[config.mk]
export PLATFORM = sky130hd
export DESIGN_NAME = goto_point_heading_controller_unit
export DESIGN_NICKNAME = d
export VERILOG_FILES = /design/src/hdl/gphc_pkg.sv /design/src/hdl/gphc_ctrl.sv /design/src/hdl/gphc_dp.sv /design/src/hdl/goto_point_heading_controller_unit.sv
export SDC_FILE = /design/constraint.sdc
export NUM_CORES = 2
export LEC_CHECK = 0
export ABC_AREA = 1
export BUFFER_PORTS_ARGS = -buffer_cell sky130_fd_sc_hd__clkbuf_2
export CELL_PAD_IN_SITES_DETAIL_PLACEMENT = 1
export CELL_PAD_IN_SITES_GLOBAL_PLACEMENT = 2
export CORE_UTILIZATION = 38
export CTS_BUF_LIST = sky130_fd_sc_hd__clkbuf_4 sky130_fd_sc_hd__clkbuf_8
export CTS_CLUSTER_SIZE = 16
export DETAILED_ROUTE_END_ITERATION = 16
export GPL_ROUTABILITY_DRIVEN = 0
export PLACE_DENSITY = 0.92
export SKIP_CTS_REPAIR_TIMING = 1
export SYNTH_ARGS = -nofsm -noshare
export SYNTH_HDL_FRONTEND = slang
export SYNTH_SLANG_ARGS = --single-unit
[constraint.sdc]
create_clock -name clk_i -period 9.8 [get_ports clk_i]
set_clock_uncertainty 0.05 [all_clocks]
set_input_delay 1.96 -clock clk_i [delete_from_list [all_inputs] [get_ports clk_i]]
set_output_delay 1.96 -clock clk_i [all_outputs]
set_load 0.01 [all_outputs]
[src/hdl/gphc_pkg.sv]
// Shared types, constants and the CORDIC arctangent table for the go-to-point
// heading controller. No dependencies.
package gphc_pkg;

  // Defaults for the top-level parameters
  localparam int POS_BITS_DEF        = 20;
  localparam int ANGLE_FRAC_BITS_DEF = 13;
  localparam int CORDIC_STEPS_DEF    = 16;

  // Fixed field widths
  localparam int HEAD_W     = 16;
  localparam int TOL_W      = 15;
  localparam int ARR_W      = 20;
  localparam int SPD_W      = 12;
  localparam int CFG_IDX_W  = 2;
  localparam int CFG_DATA_W = 20;
  localparam int OUT_DW     = ((SPD_W + HEAD_W + 7) / 8) * 8;

  // CORDIC geometry: vectors are prescaled to 40 bits of magnitude
  localparam int XW     = 44;
  localparam int ZC_W   = 34;
  localparam int STEP_W = 5;
  localparam int PRE_TOP = 40;

  localparam logic signed [63:0] PI_Q30      = 64'sd3373259426;
  localparam logic signed [63:0] HALF_PI_Q30 = 64'sd1686629713;

  typedef enum logic [CFG_IDX_W-1:0] {
    CFG_TOL = 2'd0,
    CFG_ARR = 2'd1,
    CFG_SPD = 2'd2
  } cfg_idx_e;

  typedef enum logic {
    CMD_SET_GOAL = 1'b0,
    CMD_POSE     = 1'b1
  } cmd_e;

  typedef enum logic [3:0] {
    DP_NOP, DP_LOAD_GOAL, DP_START, DP_ITER, DP_RBASE, DP_WRAP,
    DP_ROUND, DP_SQ_X, DP_SQ_Z, DP_SQ_A, DP_EMIT
  } dp_op_e;

  typedef enum logic [3:0] {
    S_IDLE, S_ITER, S_RBASE, S_WRAP, S_ROUND, S_SQX, S_SQZ, S_SQA, S_EMIT
  } state_e;

  typedef struct packed {
    dp_op_e              op;
    logic [STEP_W-1:0]   step;
  } dp_cmd_t;

  typedef struct packed {
    logic zero_d;
    logic r_neg;
    logic r_hi;
    logic turn;
    logic far;
  } dp_stat_t;

  // atan(2^-i) in Q30
  function automatic logic signed [ZC_W-1:0] atan_q30(input logic [STEP_W-1:0] i);
    logic signed [ZC_W-1:0] v;
    case (i)
      5'd0:  v = 34'sd843314857;
      5'd1:  v = 34'sd497837829;
      5'd2:  v = 34'sd263043837;
      5'd3:  v = 34'sd133525159;
      5'd4:  v = 34'sd67021687;
      5'd5:  v = 34'sd33543516;
      5'd6:  v = 34'sd16775851;
      5'd7:  v = 34'sd8388437;
      5'd8:  v = 34'sd4194283;
      5'd9:  v = 34'sd2097149;
      5'd10: v = 34'sd1048576;
      5'd11: v = 34'sd524288;
      5'd12: v = 34'sd262144;
      5'd13: v = 34'sd131072;
      5'd14: v = 34'sd65536;
      5'd15: v = 34'sd32768;
      5'd16: v = 34'sd16384;
      5'd17: v = 34'sd8192;
      5'd18: v = 34'sd4096;
      5'd19: v = 34'sd2048;
      5'd20: v = 34'sd1024;
      5'd21: v = 34'sd512;
      5'd22: v = 34'sd256;
      5'd23: v = 34'sd128;
      default: v = '0;
    endcase
    return v;
  endfunction

endpackage

[src/hdl/gphc_ctrl.sv]
// Sequencer for the heading controller: steps the datapath through CORDIC,
// angle wrap, rounding and the distance test. Depends on gphc_pkg.
module gphc_ctrl import gphc_pkg::*; #(
  parameter int CORDIC_STEPS = CORDIC_STEPS_DEF
) (
  input  logic     clk_i,
  input  logic     rst_ni,
  input  logic     s_valid_i,
  input  cmd_e     s_cmd_i,
  output logic     s_ready_o,
  output logic     m_valid_o,
  input  logic     m_ready_i,
  input  dp_stat_t stat_i,
  output dp_cmd_t  cmd_o,
  output logic     active_o
);

  state_e            state_q, state_d;
  logic [STEP_W-1:0] step_q, step_d;
  logic              active_q, active_d;
  logic              mvalid_q, mvalid_d;

  // State and control registers
  always_ff @(posedge clk_i or negedge rst_ni) begin
    if (!rst_ni) begin
      state_q  <= S_IDLE;
      step_q   <= '0;
      active_q <= 1'b0;
      mvalid_q <= 1'b0;
    end else begin
      state_q  <= state_d;
      step_q   <= step_d;
      active_q <= active_d;
      mvalid_q <= mvalid_d;
    end
  end

  // Next state and datapath commands
  always_comb begin
    state_d    = state_q;
    step_d     = step_q;
    active_d   = active_q;
    mvalid_d   = mvalid_q & ~m_ready_i;
    cmd_o.op   = DP_NOP;
    cmd_o.step = step_q;
    s_ready_o  = 1'b0;
    unique case (state_q)
      S_IDLE: begin
        s_ready_o = 1'b1;
        if (s_valid_i) begin
          if (s_cmd_i == CMD_SET_GOAL) begin
            cmd_o.op = DP_LOAD_GOAL;
            active_d = 1'b1;
          end else if (active_q) begin
            cmd_o.op = DP_START;
            step_d   = '0;
            state_d  = S_ITER;
          end
        end
      end
      S_ITER: begin
        cmd_o.op = DP_ITER;
        step_d   = step_q + 1'b1;
        if (step_q == STEP_W'(CORDIC_STEPS - 1)) state_d = S_RBASE;
      end
      S_RBASE: begin
        cmd_o.op = DP_RBASE;
        state_d  = S_WRAP;
      end
      S_WRAP: begin
        if (stat_i.r_neg || stat_i.r_hi) cmd_o.op = DP_WRAP;
        else state_d = S_ROUND;
      end
      S_ROUND: begin
        cmd_o.op = DP_ROUND;
        state_d  = S_SQX;
      end
      S_SQX: begin
        cmd_o.op = DP_SQ_X;
        state_d  = S_SQZ;
      end
      S_SQZ: begin
        cmd_o.op = DP_SQ_Z;
        state_d  = S_SQA;
      end
      S_SQA: begin
        cmd_o.op = DP_SQ_A;
        state_d  = S_EMIT;
      end
      S_EMIT: begin
        // wait for the output register to be free
        if (!mvalid_q || m_ready_i) begin
          cmd_o.op = DP_EMIT;
          mvalid_d = 1'b1;
          if (!stat_i.turn && !stat_i.far) active_d = 1'b0;
          state_d  = S_IDLE;
        end
      end
      default: state_d = S_IDLE;
    endcase
  end

  assign m_valid_o = mvalid_q;
  assign active_o  = active_q;

endmodule

[src/hdl/gphc_dp.sv]
// Datapath of the heading controller: goal store, vectoring CORDIC, angle wrap
// and rounding, distance-squared test and result register. Depends on gphc_pkg.
module gphc_dp import gphc_pkg::*; #(
  parameter int POS_BITS        = POS_BITS_DEF,
  parameter int ANGLE_FRAC_BITS = ANGLE_FRAC_BITS_DEF
) (
  input  logic                       clk_i,
  input  dp_cmd_t                    cmd_i,
  input  logic signed [POS_BITS-1:0] goal_x_i,
  input  logic signed [POS_BITS-1:0] goal_z_i,
  input  logic signed [POS_BITS-1:0] pose_x_i,
  input  logic signed [POS_BITS-1:0] pose_z_i,
  input  logic signed [HEAD_W-1:0]   heading_i,
  input  logic [TOL_W-1:0]           tol_i,
  input  logic [ARR_W-1:0]           arr_i,
  input  logic [SPD_W-1:0]           spd_i,
  output dp_stat_t                   stat_o,
  output logic [SPD_W-1:0]           speed_o,
  output logic signed [HEAD_W-1:0]   turn_o,
  output logic                       arrived_o
);

  localparam int DW  = POS_BITS + 1;
  localparam int PRE = PRE_TOP - POS_BITS;
  localparam int ASH = 30 - ANGLE_FRAC_BITS;
  localparam int AW  = HEAD_W + ASH;
  localparam int ZW  = ((AW > ZC_W) ? AW : ZC_W) + 3;
  localparam int BW  = ANGLE_FRAC_BITS + 3;
  localparam int MW  = (DW > ARR_W + 1) ? DW : ARR_W + 1;
  localparam int PW  = 2 * ARR_W;

  localparam logic signed [ZW-1:0]   PI_W   = ZW'(PI_Q30);
  localparam logic signed [ZW-1:0]   TWO_PI = ZW'(2 * PI_Q30);
  localparam logic signed [ZW-1:0]   HALF_W = ZW'(HALF_PI_Q30);
  localparam logic signed [ZW-1:0]   RND    = ZW'(64'sd1 <<< (ASH - 1));
  localparam logic signed [ZC_W-1:0] HALF_Z = ZC_W'(HALF_PI_Q30);

  logic signed [POS_BITS-1:0] gx_q, gz_q;
  logic signed [DW-1:0]       dx_q, dz_q, dx_n, dz_n;
  logic signed [HEAD_W-1:0]   alpha_q;
  logic signed [XW-1:0]       x_q, y_q, x0, y0, xs, ys;
  logic signed [ZC_W-1:0]     z_q;
  logic signed [ZW-1:0]       r_q, bfull, brnd;
  logic signed [BW-1:0]       beta_q;
  logic [BW-1:0]              mag;
  logic [DW-1:0]              adx, adz;
  logic [ARR_W-1:0]           mul_a;
  logic [PW-1:0]              mul_w, prod_q;
  logic [PW:0]                acc_q;
  logic                       coarse;
  logic [SPD_W-1:0]           spd_q;
  logic signed [HEAD_W-1:0]   turn_q;
  logic                       arr_q;

  // Difference to the target and its prescaled form
  assign dx_n = DW'(gx_q) - DW'(pose_x_i);
  assign dz_n = DW'(gz_q) - DW'(pose_z_i);
  assign x0   = XW'(dx_n) <<< PRE;
  assign y0   = XW'(dz_n) <<< PRE;
  assign xs   = x_q >>> cmd_i.step;
  assign ys   = y_q >>> cmd_i.step;

  // Rounding of the wrapped angle to the output scale
  assign bfull = (r_q == '0) ? PI_W : (r_q - PI_W);
  assign brnd  = (bfull + RND) >>> ASH;

  // Magnitudes for the turn and distance tests
  assign mag    = (beta_q < 0) ? -beta_q : beta_q;
  assign adx    = (dx_q < 0) ? -dx_q : dx_q;
  assign adz    = (dz_q < 0) ? -dz_q : dz_q;
  assign coarse = (MW'(adx) > MW'(arr_i)) || (MW'(adz) > MW'(arr_i));

  // One shared squarer
  always_comb begin
    case (cmd_i.op)
      DP_SQ_X: mul_a = ARR_W'(adx);
      DP_SQ_Z: mul_a = ARR_W'(adz);
      default: mul_a = arr_i;
    endcase
  end
  assign mul_w = PW'(mul_a) * PW'(mul_a);

  assign stat_o.zero_d = (dx_q == '0) && (dz_q == '0);
  assign stat_o.r_neg  = (r_q < 0);
  assign stat_o.r_hi   = (r_q >= TWO_PI);
  assign stat_o.turn   = 32'(mag) > 32'(tol_i);
  assign stat_o.far    = coarse || (acc_q > (PW + 1)'(prod_q));

  // Datapath registers
  always_ff @(posedge clk_i) begin
    case (cmd_i.op)
      DP_LOAD_GOAL: begin
        gx_q <= goal_x_i;
        gz_q <= goal_z_i;
      end
      DP_START: begin
        dx_q    <= dx_n;
        dz_q    <= dz_n;
        alpha_q <= heading_i;
        // quadrant pre-rotation for the left half plane
        if (x0 < 0) begin
          if (y0 >= 0) begin
            x_q <= y0;
            y_q <= -x0;
            z_q <= HALF_Z;
          end else begin
            x_q <= -y0;
            y_q <= x0;
            z_q <= -HALF_Z;
          end
        end else begin
          x_q <= x0;
          y_q <= y0;
          z_q <= '0;
        end
      end
      DP_ITER: begin
        if (y_q > 0) begin
          x_q <= x_q + ys;
          y_q <= y_q - xs;
          z_q <= z_q + atan_q30(cmd_i.step);
        end else begin
          x_q <= x_q - ys;
          y_q <= y_q + xs;
          z_q <= z_q - atan_q30(cmd_i.step);
        end
      end
      DP_RBASE: r_q <= HALF_W - (ZW'(alpha_q) <<< ASH) - ZW'(z_q) + PI_W;
      DP_WRAP: begin
        if (r_q < 0) r_q <= r_q + TWO_PI;
        else         r_q <= r_q - TWO_PI;
      end
      DP_ROUND: beta_q <= stat_o.zero_d ? '0 : BW'(brnd);
      DP_SQ_X:  prod_q <= mul_w;
      DP_SQ_Z: begin
        acc_q  <= (PW + 1)'(prod_q);
        prod_q <= mul_w;
      end
      DP_SQ_A: begin
        acc_q  <= acc_q + (PW + 1)'(prod_q);
        prod_q <= mul_w;
      end
      DP_EMIT: begin
        if (stat_o.turn) begin
          spd_q  <= '0;
          turn_q <= HEAD_W'(beta_q);
          arr_q  <= 1'b0;
        end else if (stat_o.far) begin
          spd_q  <= spd_i;
          turn_q <= '0;
          arr_q  <= 1'b0;
        end else begin
          spd_q  <= '0;
          turn_q <= '0;
          arr_q  <= 1'b1;
        end
      end
      default: ;
    endcase
  end

  assign speed_o   = spd_q;
  assign turn_o    = turn_q;
  assign arrived_o = arr_q;

endmodule

[src/hdl/goto_point_heading_controller_unit.sv]
// Top level of the go-to-point heading controller: stream ports, configuration
// registers, sequencer and datapath. Depends on gphc_pkg, gphc_ctrl, gphc_dp.
//
//  channel   | direction | transfers
//  s_axis    | in        | set-target or pose tick (tuser = command)
//  m_axis    | out       | speed / turn command, tuser = arrived
//  cfg       | in        | register write, index 0..2
//
// A pose tick with a target held runs CORDIC_STEPS iterations, the base angle,
// any 2*pi wrap steps (usually none or one), rounding, three squaring steps and
// the emit. A set-target item or a tick without target gives no result.
// Reset clears the target and loads the register defaults.
// The output register holds a result while m_axis_tready is low; new input is
// accepted meanwhile, and the next result waits only for that register.
module goto_point_heading_controller_unit import gphc_pkg::*; #(
  parameter int POS_BITS        = POS_BITS_DEF,
  parameter int ANGLE_FRAC_BITS = ANGLE_FRAC_BITS_DEF,
  parameter int CORDIC_STEPS    = CORDIC_STEPS_DEF,
  parameter int IN_DW           = ((4 * POS_BITS + HEAD_W + 7) / 8) * 8
) (
  input  logic                  clk_i,
  input  logic                  rst_ni,
  input  logic                  s_axis_tvalid,
  output logic                  s_axis_tready,
  // goal_x, goal_z, pose_x, pose_z, pose_heading
  input  logic [IN_DW-1:0]      s_axis_tdata,
  // command
  input  logic                  s_axis_tuser,
  output logic                  m_axis_tvalid,
  input  logic                  m_axis_tready,
  // advance_speed, turn_rate
  output logic [OUT_DW-1:0]     m_axis_tdata,
  // arrived
  output logic                  m_axis_tuser,
  input  logic                  cfg_valid_i,
  output logic                  cfg_ready_o,
  input  logic [CFG_IDX_W-1:0]  cfg_index_i,
  input  logic [CFG_DATA_W-1:0] cfg_data_i
);

  logic [TOL_W-1:0]           tol_q;
  logic [ARR_W-1:0]           arr_q;
  logic [SPD_W-1:0]           spd_q;
  logic signed [POS_BITS-1:0] goal_x, goal_z, pose_x, pose_z;
  logic signed [HEAD_W-1:0]   heading;
  dp_cmd_t                    dp_cmd;
  dp_stat_t                   dp_stat;
  logic [SPD_W-1:0]           speed;
  logic signed [HEAD_W-1:0]   turn;
  logic                       arrived;
  logic                       goal_active;

  // Configuration registers
  assign cfg_ready_o = 1'b1;
  always_ff @(posedge clk_i or negedge rst_ni) begin
    if (!rst_ni) begin
      tol_q <= TOL_W'(8);
      arr_q <= ARR_W'(150);
      spd_q <= SPD_W'(1000);
    end else if (cfg_valid_i) begin
      unique case (cfg_idx_e'(cfg_index_i))
        CFG_TOL: tol_q <= cfg_data_i[TOL_W-1:0];
        CFG_ARR: arr_q <= cfg_data_i[ARR_W-1:0];
        CFG_SPD: spd_q <= cfg_data_i[SPD_W-1:0];
        default: ;
      endcase
    end
  end

  // Input field unpacking
  assign goal_x  = s_axis_tdata[POS_BITS-1:0];
  assign goal_z  = s_axis_tdata[2*POS_BITS-1:POS_BITS];
  assign pose_x  = s_axis_tdata[3*POS_BITS-1:2*POS_BITS];
  assign pose_z  = s_axis_tdata[4*POS_BITS-1:3*POS_BITS];
  assign heading = s_axis_tdata[4*POS_BITS+HEAD_W-1:4*POS_BITS];

  gphc_ctrl #(
    .CORDIC_STEPS(CORDIC_STEPS)
  ) u_ctrl (
    .clk_i    (clk_i),
    .rst_ni   (rst_ni),
    .s_valid_i(s_axis_tvalid),
    .s_cmd_i  (cmd_e'(s_axis_tuser)),
    .s_ready_o(s_axis_tready),
    .m_valid_o(m_axis_tvalid),
    .m_ready_i(m_axis_tready),
    .stat_i   (dp_stat),
    .cmd_o    (dp_cmd),
    .active_o (goal_active)
  );

  gphc_dp #(
    .POS_BITS       (POS_BITS),
    .ANGLE_FRAC_BITS(ANGLE_FRAC_BITS)
  ) u_dp (
    .clk_i    (clk_i),
    .cmd_i    (dp_cmd),
    .goal_x_i (goal_x),
    .goal_z_i (goal_z),
    .pose_x_i (pose_x),
    .pose_z_i (pose_z),
    .heading_i(heading),
    .tol_i    (tol_q),
    .arr_i    (arr_q),
    .spd_i    (spd_q),
    .stat_o   (dp_stat),
    .speed_o  (speed),
    .turn_o   (turn),
    .arrived_o(arrived)
  );

  // Output packing
  assign m_axis_tdata = OUT_DW'({turn, speed});
  assign m_axis_tuser = arrived;

  // Arrival is a full stop
  a_arrive_stop: assert property (@(posedge clk_i) disable iff (!rst_ni)
    m_axis_tvalid && m_axis_tuser |-> speed == '0 && turn == '0)
    else $error("arrival with non-zero command");

  // Driving and turning are exclusive
  a_drive_no_turn: assert property (@(posedge clk_i) disable iff (!rst_ni)
    m_axis_tvalid && speed != '0 |-> turn == '0)
    else $error("speed and turn both set");

  // A set-target transaction leaves a target held
  a_goal_held: assert property (@(posedge clk_i) disable iff (!rst_ni)
    s_axis_tvalid && s_axis_tready && s_axis_tuser == CMD_SET_GOAL |=> goal_active)
    else $error("target not held after set");

endmodule
# Yosys cells after proc, flatten, opt, wreduce, memory -nomap -nowiden
# Memory sizes are Yosys's and may differ from the RTL's.
# Cells that the tools add are included.
# totals
register_bits,441
latchBits,0
ramBits,0
mem_bits_ro,1920
output_inout_bits,36
mem_count,2
# memory_table
memory,words,word_bits,rd,rd_ports_with_merged_regs,write_ports,line_no,source
(name not given),32,30,1,0,0,gphc_pkg.sv:64,case (i)
(name not given),32,30,1,0,0,gphc_pkg.sv:64,
# classes
n_addsub,22
multipliers,1
div_mod_pow,0
magnitude_cmp,12
n_eq_ne,29
n_shift,2
mux,50
bitwise,3
n_reduce_logical,27
# op_table
op,n
44-bit 2-to-1 mux,6
34-bit 2-to-1 mux,7
44-bit case mux with 2 select lines,2
44-bit adder,2
41-bit negation with 44-bit output,2
44-bit by 5-bit >>> shifter with 44-bit output,2
44-bit subtractor,2
41-bit case mux with 2 select lines,1
37-bit case mux with 2 select lines,1
4-bit case mux with 9 select lines,2
34-bit case mux with 2 select lines,1
"44-bit by 1-bit greater-than comparator with 1-bit output, second input constant",1
21-bit by 20-bit greater-than comparator with 1-bit output,2
21-bit zero test,2
"21-bit by 1-bit < comparator with 1-bit output, second input constant",2
21-bit 2-to-1 mux,2
21-bit negation,2
20-bit by 20-bit subtractor with 21-bit output,2
41-bit by 40-bit adder with 41-bit output,1
"41-bit by 1-bit >= comparator with 1-bit output, second input constant",1
41-bit by 40-bit greater-than comparator with 1-bit output,1
"41-bit by 1-bit < comparator with 1-bit output, second input constant",1
20-bit by 20-bit multiplier with 40-bit output,1
20-bit case mux with 2 select lines,1
other kinds (49),99

# Longest topological paths before layout
# logic_depth
ltp_word,10
mapped_depth,42

# Modules after synthesis
# From an unflattened synthesis, not the netlist that was laid out.
# hier_totals
hier_cells,8454
hier_area_um2,58297.2
# modules_own_cells
module,n_inst,cells_per_inst,area_each_um2,seq_area_each_um2
gphc_dp,1,8136,55588.3,11471.0
goto_point_heading_controller_unit,1,217,1983.2,1189.9
gphc_ctrl,1,101,725.7,275.3

# Worst setup path after synthesis
# OpenSTA, ideal clock, no wires.
# synth_timing
path_type,register -> register
from,register u_dp.dz_q[0]
to,"register u_dp.prod_q[30], data pin"
arrival_ns,7.810
required_time_ns,9.498
slack_ns,1.688
path_stages_with_launch,42
n_path_buf,2
cell_sequence,edfxtp_1 inv_1 ha_1 inv_1 nor3_1 inv_1 nor2_1 nor2_1 xor2_1 nand2_1 o211ai_1 clkbuf_1 buf_1 nand2_1 fa_1 inv_1 fa_1 inv_1 (+6 left out) fa_1 inv_1 fa_1 inv_1 ha_1 nand2_1 nor2_1 inv_1 nor2_1 or2_2 a21oi_1 o21ai_0 a21oi_1 o21ai_0 nand4_1 nand2_1 nand2_1 nand2_1
# synth_via
elab_chain_len,4
elab_cells_between_ends,5
classes_between,add/sub: 1; mul: 1; order compare: 1; mux: 2
# synth_rtl
element,line_no,source
start: declaration,gphc_dp.sv:39,"logic signed [DW-1:0] dx_q, dz_q, dx_n, dz_n;"
start signal: assignment,gphc_dp.sv:98,dz_q <= dz_n;
21-bit negation or 21-bit by 1-bit < comparator with 1-bit output (tied branches),gphc_dp.sv:70,assign adz = (dz_q < 0) ? -dz_q : dz_q;
21-bit 2-to-1 mux *,gphc_dp.sv:70,
20-bit case mux with 2 select lines *,gphc_dp.sv:75,case (cmd_i.op)
20-bit by 20-bit multiplier with 40-bit output *,gphc_dp.sv:81,assign mul_w = PW'(mul_a) * PW'(mul_a);
net u_dp.mul_w[30],gphc_dp.sv:48,"logic [PW-1:0] mul_w, prod_q;"
end signal: assignment,gphc_dp.sv:134,DP_SQ_X: prod_q <= mul_w;
end signal: assignment,gphc_dp.sv:137,prod_q <= mul_w;
end signal: assignment,gphc_dp.sv:141,prod_q <= mul_w;
end: declaration,gphc_dp.sv:48,
# The timed path passes the listed nets; every way through them passes the cells marked *.
# A chain may end at the register's enable or synchronous reset.

# Final worst setup path
# layout_timing
from,register u_dp.dz_q[20]
to,"register u_dp.prod_q[30], data pin"
# layout_via
elab_chain_len,4
# layout_rtl
element,line_no
21-bit by 1-bit < comparator with 1-bit output,gphc_dp.sv:70
21-bit 2-to-1 mux,gphc_dp.sv:70
20-bit case mux with 2 select lines,gphc_dp.sv:75
20-bit by 20-bit multiplier with 40-bit output,gphc_dp.sv:81
net u_dp.mul_w[30],gphc_dp.sv:48
# The timed path passes the listed nets, and every way through them passes these cells.

==> flow_summary.yaml <==
routing:
  drt_wl_total_mm: 224
  drcViolationCount: 0
  drt_first_iter_violations: 3928
  ant_nets: 0
  post_drt_wl_per_cell_um: 20.2
  firstDrtPassIters: 5
  route.vias.total: 60200
  vias_per_cell: 5.44
synthesis:
  synth_top_family_by_area: "simple AND/OR/NAND/NOR gates"
  synth_top_area_cell: "edfxtp_1"
  synthTopCellsByArea: "edfxtp_1 (19%), nand2_1 (14%), ha_1 (11%)"
  seq_area_frac_synth_pct: 21.6
  synth_top_area_share_pct: 19.2
  synthAdderAreaFrac_pct: 20.2
  yosys-top-cells-count: "nand2_1 (2285), inv_1 (1437), nor2_1 (818), nand3_1 (696), a21oi_1 (560)"
  synth-simple-area-share_pct: 28.9
  synth_seq_cells: 440
  muxShareOfSynthArea_pct: 0.251
  synth-xor-area-share_pct: 4.74
  yosys_warnings: 0
  async_reset_ff_share_pct: 13.2
  syn_area_um2: 59900
  synthFlopType: "edfxtp_1"
  syn_avg_cell_area_um2: 6.75
  synthCells: 8870
  yosysMostFrequentCell: "nand2_1"
  synth-compound-area-share_pct: 13.1
  synth_cell_types: 73
  synth_edf_count: 382
finish:
  nets: 9854
  drive_above_1_share_pct: 5.56
  fin_cells: 11100
  syn2layout_area_growth_pct: 7.71
  fillers: 20500
min_path:
  hp-class: "reg2reg"
floorplan:
  dieWidth_um: 399
  start_util_pct: 38.3
  dieArea_um2: 159000
  io_pins: 160
  die-height_um: 399
  rows: 145
  core_area_um2: 156000
grt:
  antenna_found_initial: 7
  grt_overflow_total: 0
  track_usage_pct: 27.9
  grt_pass1_wl_mm: 350
  grt_start_max_net_pins: 78
  grt_pass1_vias: 62300
cts:
  htree_levels: 3
  cts_root_buf: "clkbuf_8"
  cts_sinks: 440
  cts_made_buffers: 90
  cts_tree: "yes"
  worstSkewPairLatency_ns: 0.86
  clk_pin_slew_worst_paths_ns: 0.06
  clockBufferDepth: 3
worst_setup_path:
  worstSetupPathType: "reg2reg"
  startpoint_type: "flip-flop"
  worstPathMaxFanout: 19
  arrival_ns: 9.34
  slowest_stage: "edfxtp_1"
  cp_slowest_stage_delay_ns: 0.67
  worst_path_most_repeated_cell: "fa_1"
  cp-end-kind: "flip-flop"
  required_ns: 10.31
placed_design:
  post-place-cells: 10900
  port_buffers: 154
  hpwl_mm: 184
sta:
  fin_crit_sh_pct: 90.1
  setup_viol: 0
  final_hold_viol_count: 0
  final_max_slew_viol_count: 0
  worst_pin_slew_ns: 1.15
  slew_headroom_pct: 22.8
  max_freq_mhz: 113
  min_period_ns: 8.83
  grt_setup_unrepaired: "false"
  fin_tns_setup_ns: 0
status:
  outcome: "finished, final reports clean"
flow_run:
  max-cap-violations: 0
[worst max-delay path: cells and delay by family (launching register included)]
| family | cells | cell delay (ns) |
|---|---|---|
| AND/OR/NAND/NOR | 8 | 1.06 |
| AO/OA/AOI/OAI | 7 | 1.41 |
| adder cells (fa/ha/maj) | 8 | 3.85 |
| buffers and inverters | 7 | 1.12 |
| XOR/XNOR | 1 | 0.37 |
| flip-flops | 1 | 0.67 |
[metrics by stage]
stage	instance area, um^2	hold WS, ns	utilization, %	worst slack, ns
6_report	64500	0.440	41.2	0.970
4_1_cts	64500	0.440	41.2	0.962
3_3_place_gp	62600	0.417	40.0	1.14
3_5_place_dp	62600	0.426	40.0	0.986
2_1_floorplan	59900	0.403	-	1.69
5_1_grt	64500	0.464	41.2	0.305
[state kept, by name, indices dropped and copies added, names as in the netlist, 15 cells and up]
| register | cells |
|---|---|
| u_dp.prod_q | 39 |
| u_dp.gx_q | 20 |
| u_dp.beta_q | 16 |
| u_dp.z_q | 34 |
| u_dp.acc_q | 41 |
| arr_q | 20 |
| u_dp.x_q | 44 |
| u_dp.y_q | 44 |
| u_dp.r_q | 37 |
| u_dp.dx_q | 21 |
| tol_q | 15 |
| u_dp.dz_q | 21 |
| u_dp.turn_o | 16 |
| u_dp.gz_q | 20 |
| u_dp.alpha_q | 16 |
[area by class of cell]
class | instances | area, um^2 | area share [%]
Inverter | 1463 | 5500 | 8.52
Clock inverter | 46 | 369 | 0.572
Clock buffer | 122 | 1530 | 2.37
Antenna cell | 7 | 17.5 | 0.0272
Timing Repair Buffer | 215 | 1230 | 1.91
Tap cell | 2058 | 2570 | 3.99
Sequential cell | 440 | 12900 | 20.1
Multi-Input combinational cell | 6722 | 40300 | 62.5
[kinds of logic (layout without fill, tap and decap cells)]
group	after synthesis	count (layout)
buf+inv	1711	1846
fa+ha+maj	798	798
mux	15	15
simple gates	4154	4154
other cells	2	12
flops	440	440
xor+xnor	323	323
compound gates	1427	1427
[routing by layer]
| layer | up-vias | global-route usage (%) | share of wire [%] |
|---|---|---|---|
| met2 | 1485 | 45.7 | 46 |
| met5 | - | 0 | 0 |
| met1 | 29500 | 37.6 | 46 |
| met3 | 311 | 3.09 | 5.0 |
| li1 | 28900 | - | - |
| met4 | 0 | 10.6 | 3.9 |
[worst paths after layout]
path	start	end	cells past startpoint	slack, ns
min	tol_q[5]$_DFFE_PN0P_	tol_q[5]$_DFFE_PN0P_	2	0.44
min reg2reg	tol_q[5]$_DFFE_PN0P_	tol_q[5]$_DFFE_PN0P_	2	0.44
min in group asynchronous	rst_ni	spd_q[11]$_DFFE_PN0P_	2	1.25
max in group asynchronous	rst_ni	u_ctrl.step_q[0]$_DFFE_PN0P_	2	7.72
max	u_dp.dz_q[20]$_DFFE_PP_	u_dp.prod_q[30]$_DFFE_PP_	31	0.97
max reg2reg	u_dp.dz_q[20]$_DFFE_PP_	u_dp.prod_q[30]$_DFFE_PP_	31	0.97
[cells in the final DEF, fill, tap and decap left out, types with 89 or more instances in the layout]
cell type / n
nand4_1: 91
ha_1: 515
clkbuf_2: 153
xnor2_1: 89
clkbuf_8: 98
nand3_1: 696
a21oi_1: 560
fa_1: 283
xor2_1: 233
inv_1: 1435
edfxtp_1: 382
o21ai_0: 511
nand2_1: 2283
nor2_1: 813
Power is not shown: default switching activity piles up to over one toggle a cycle in this logic, so the estimate is an artifact.
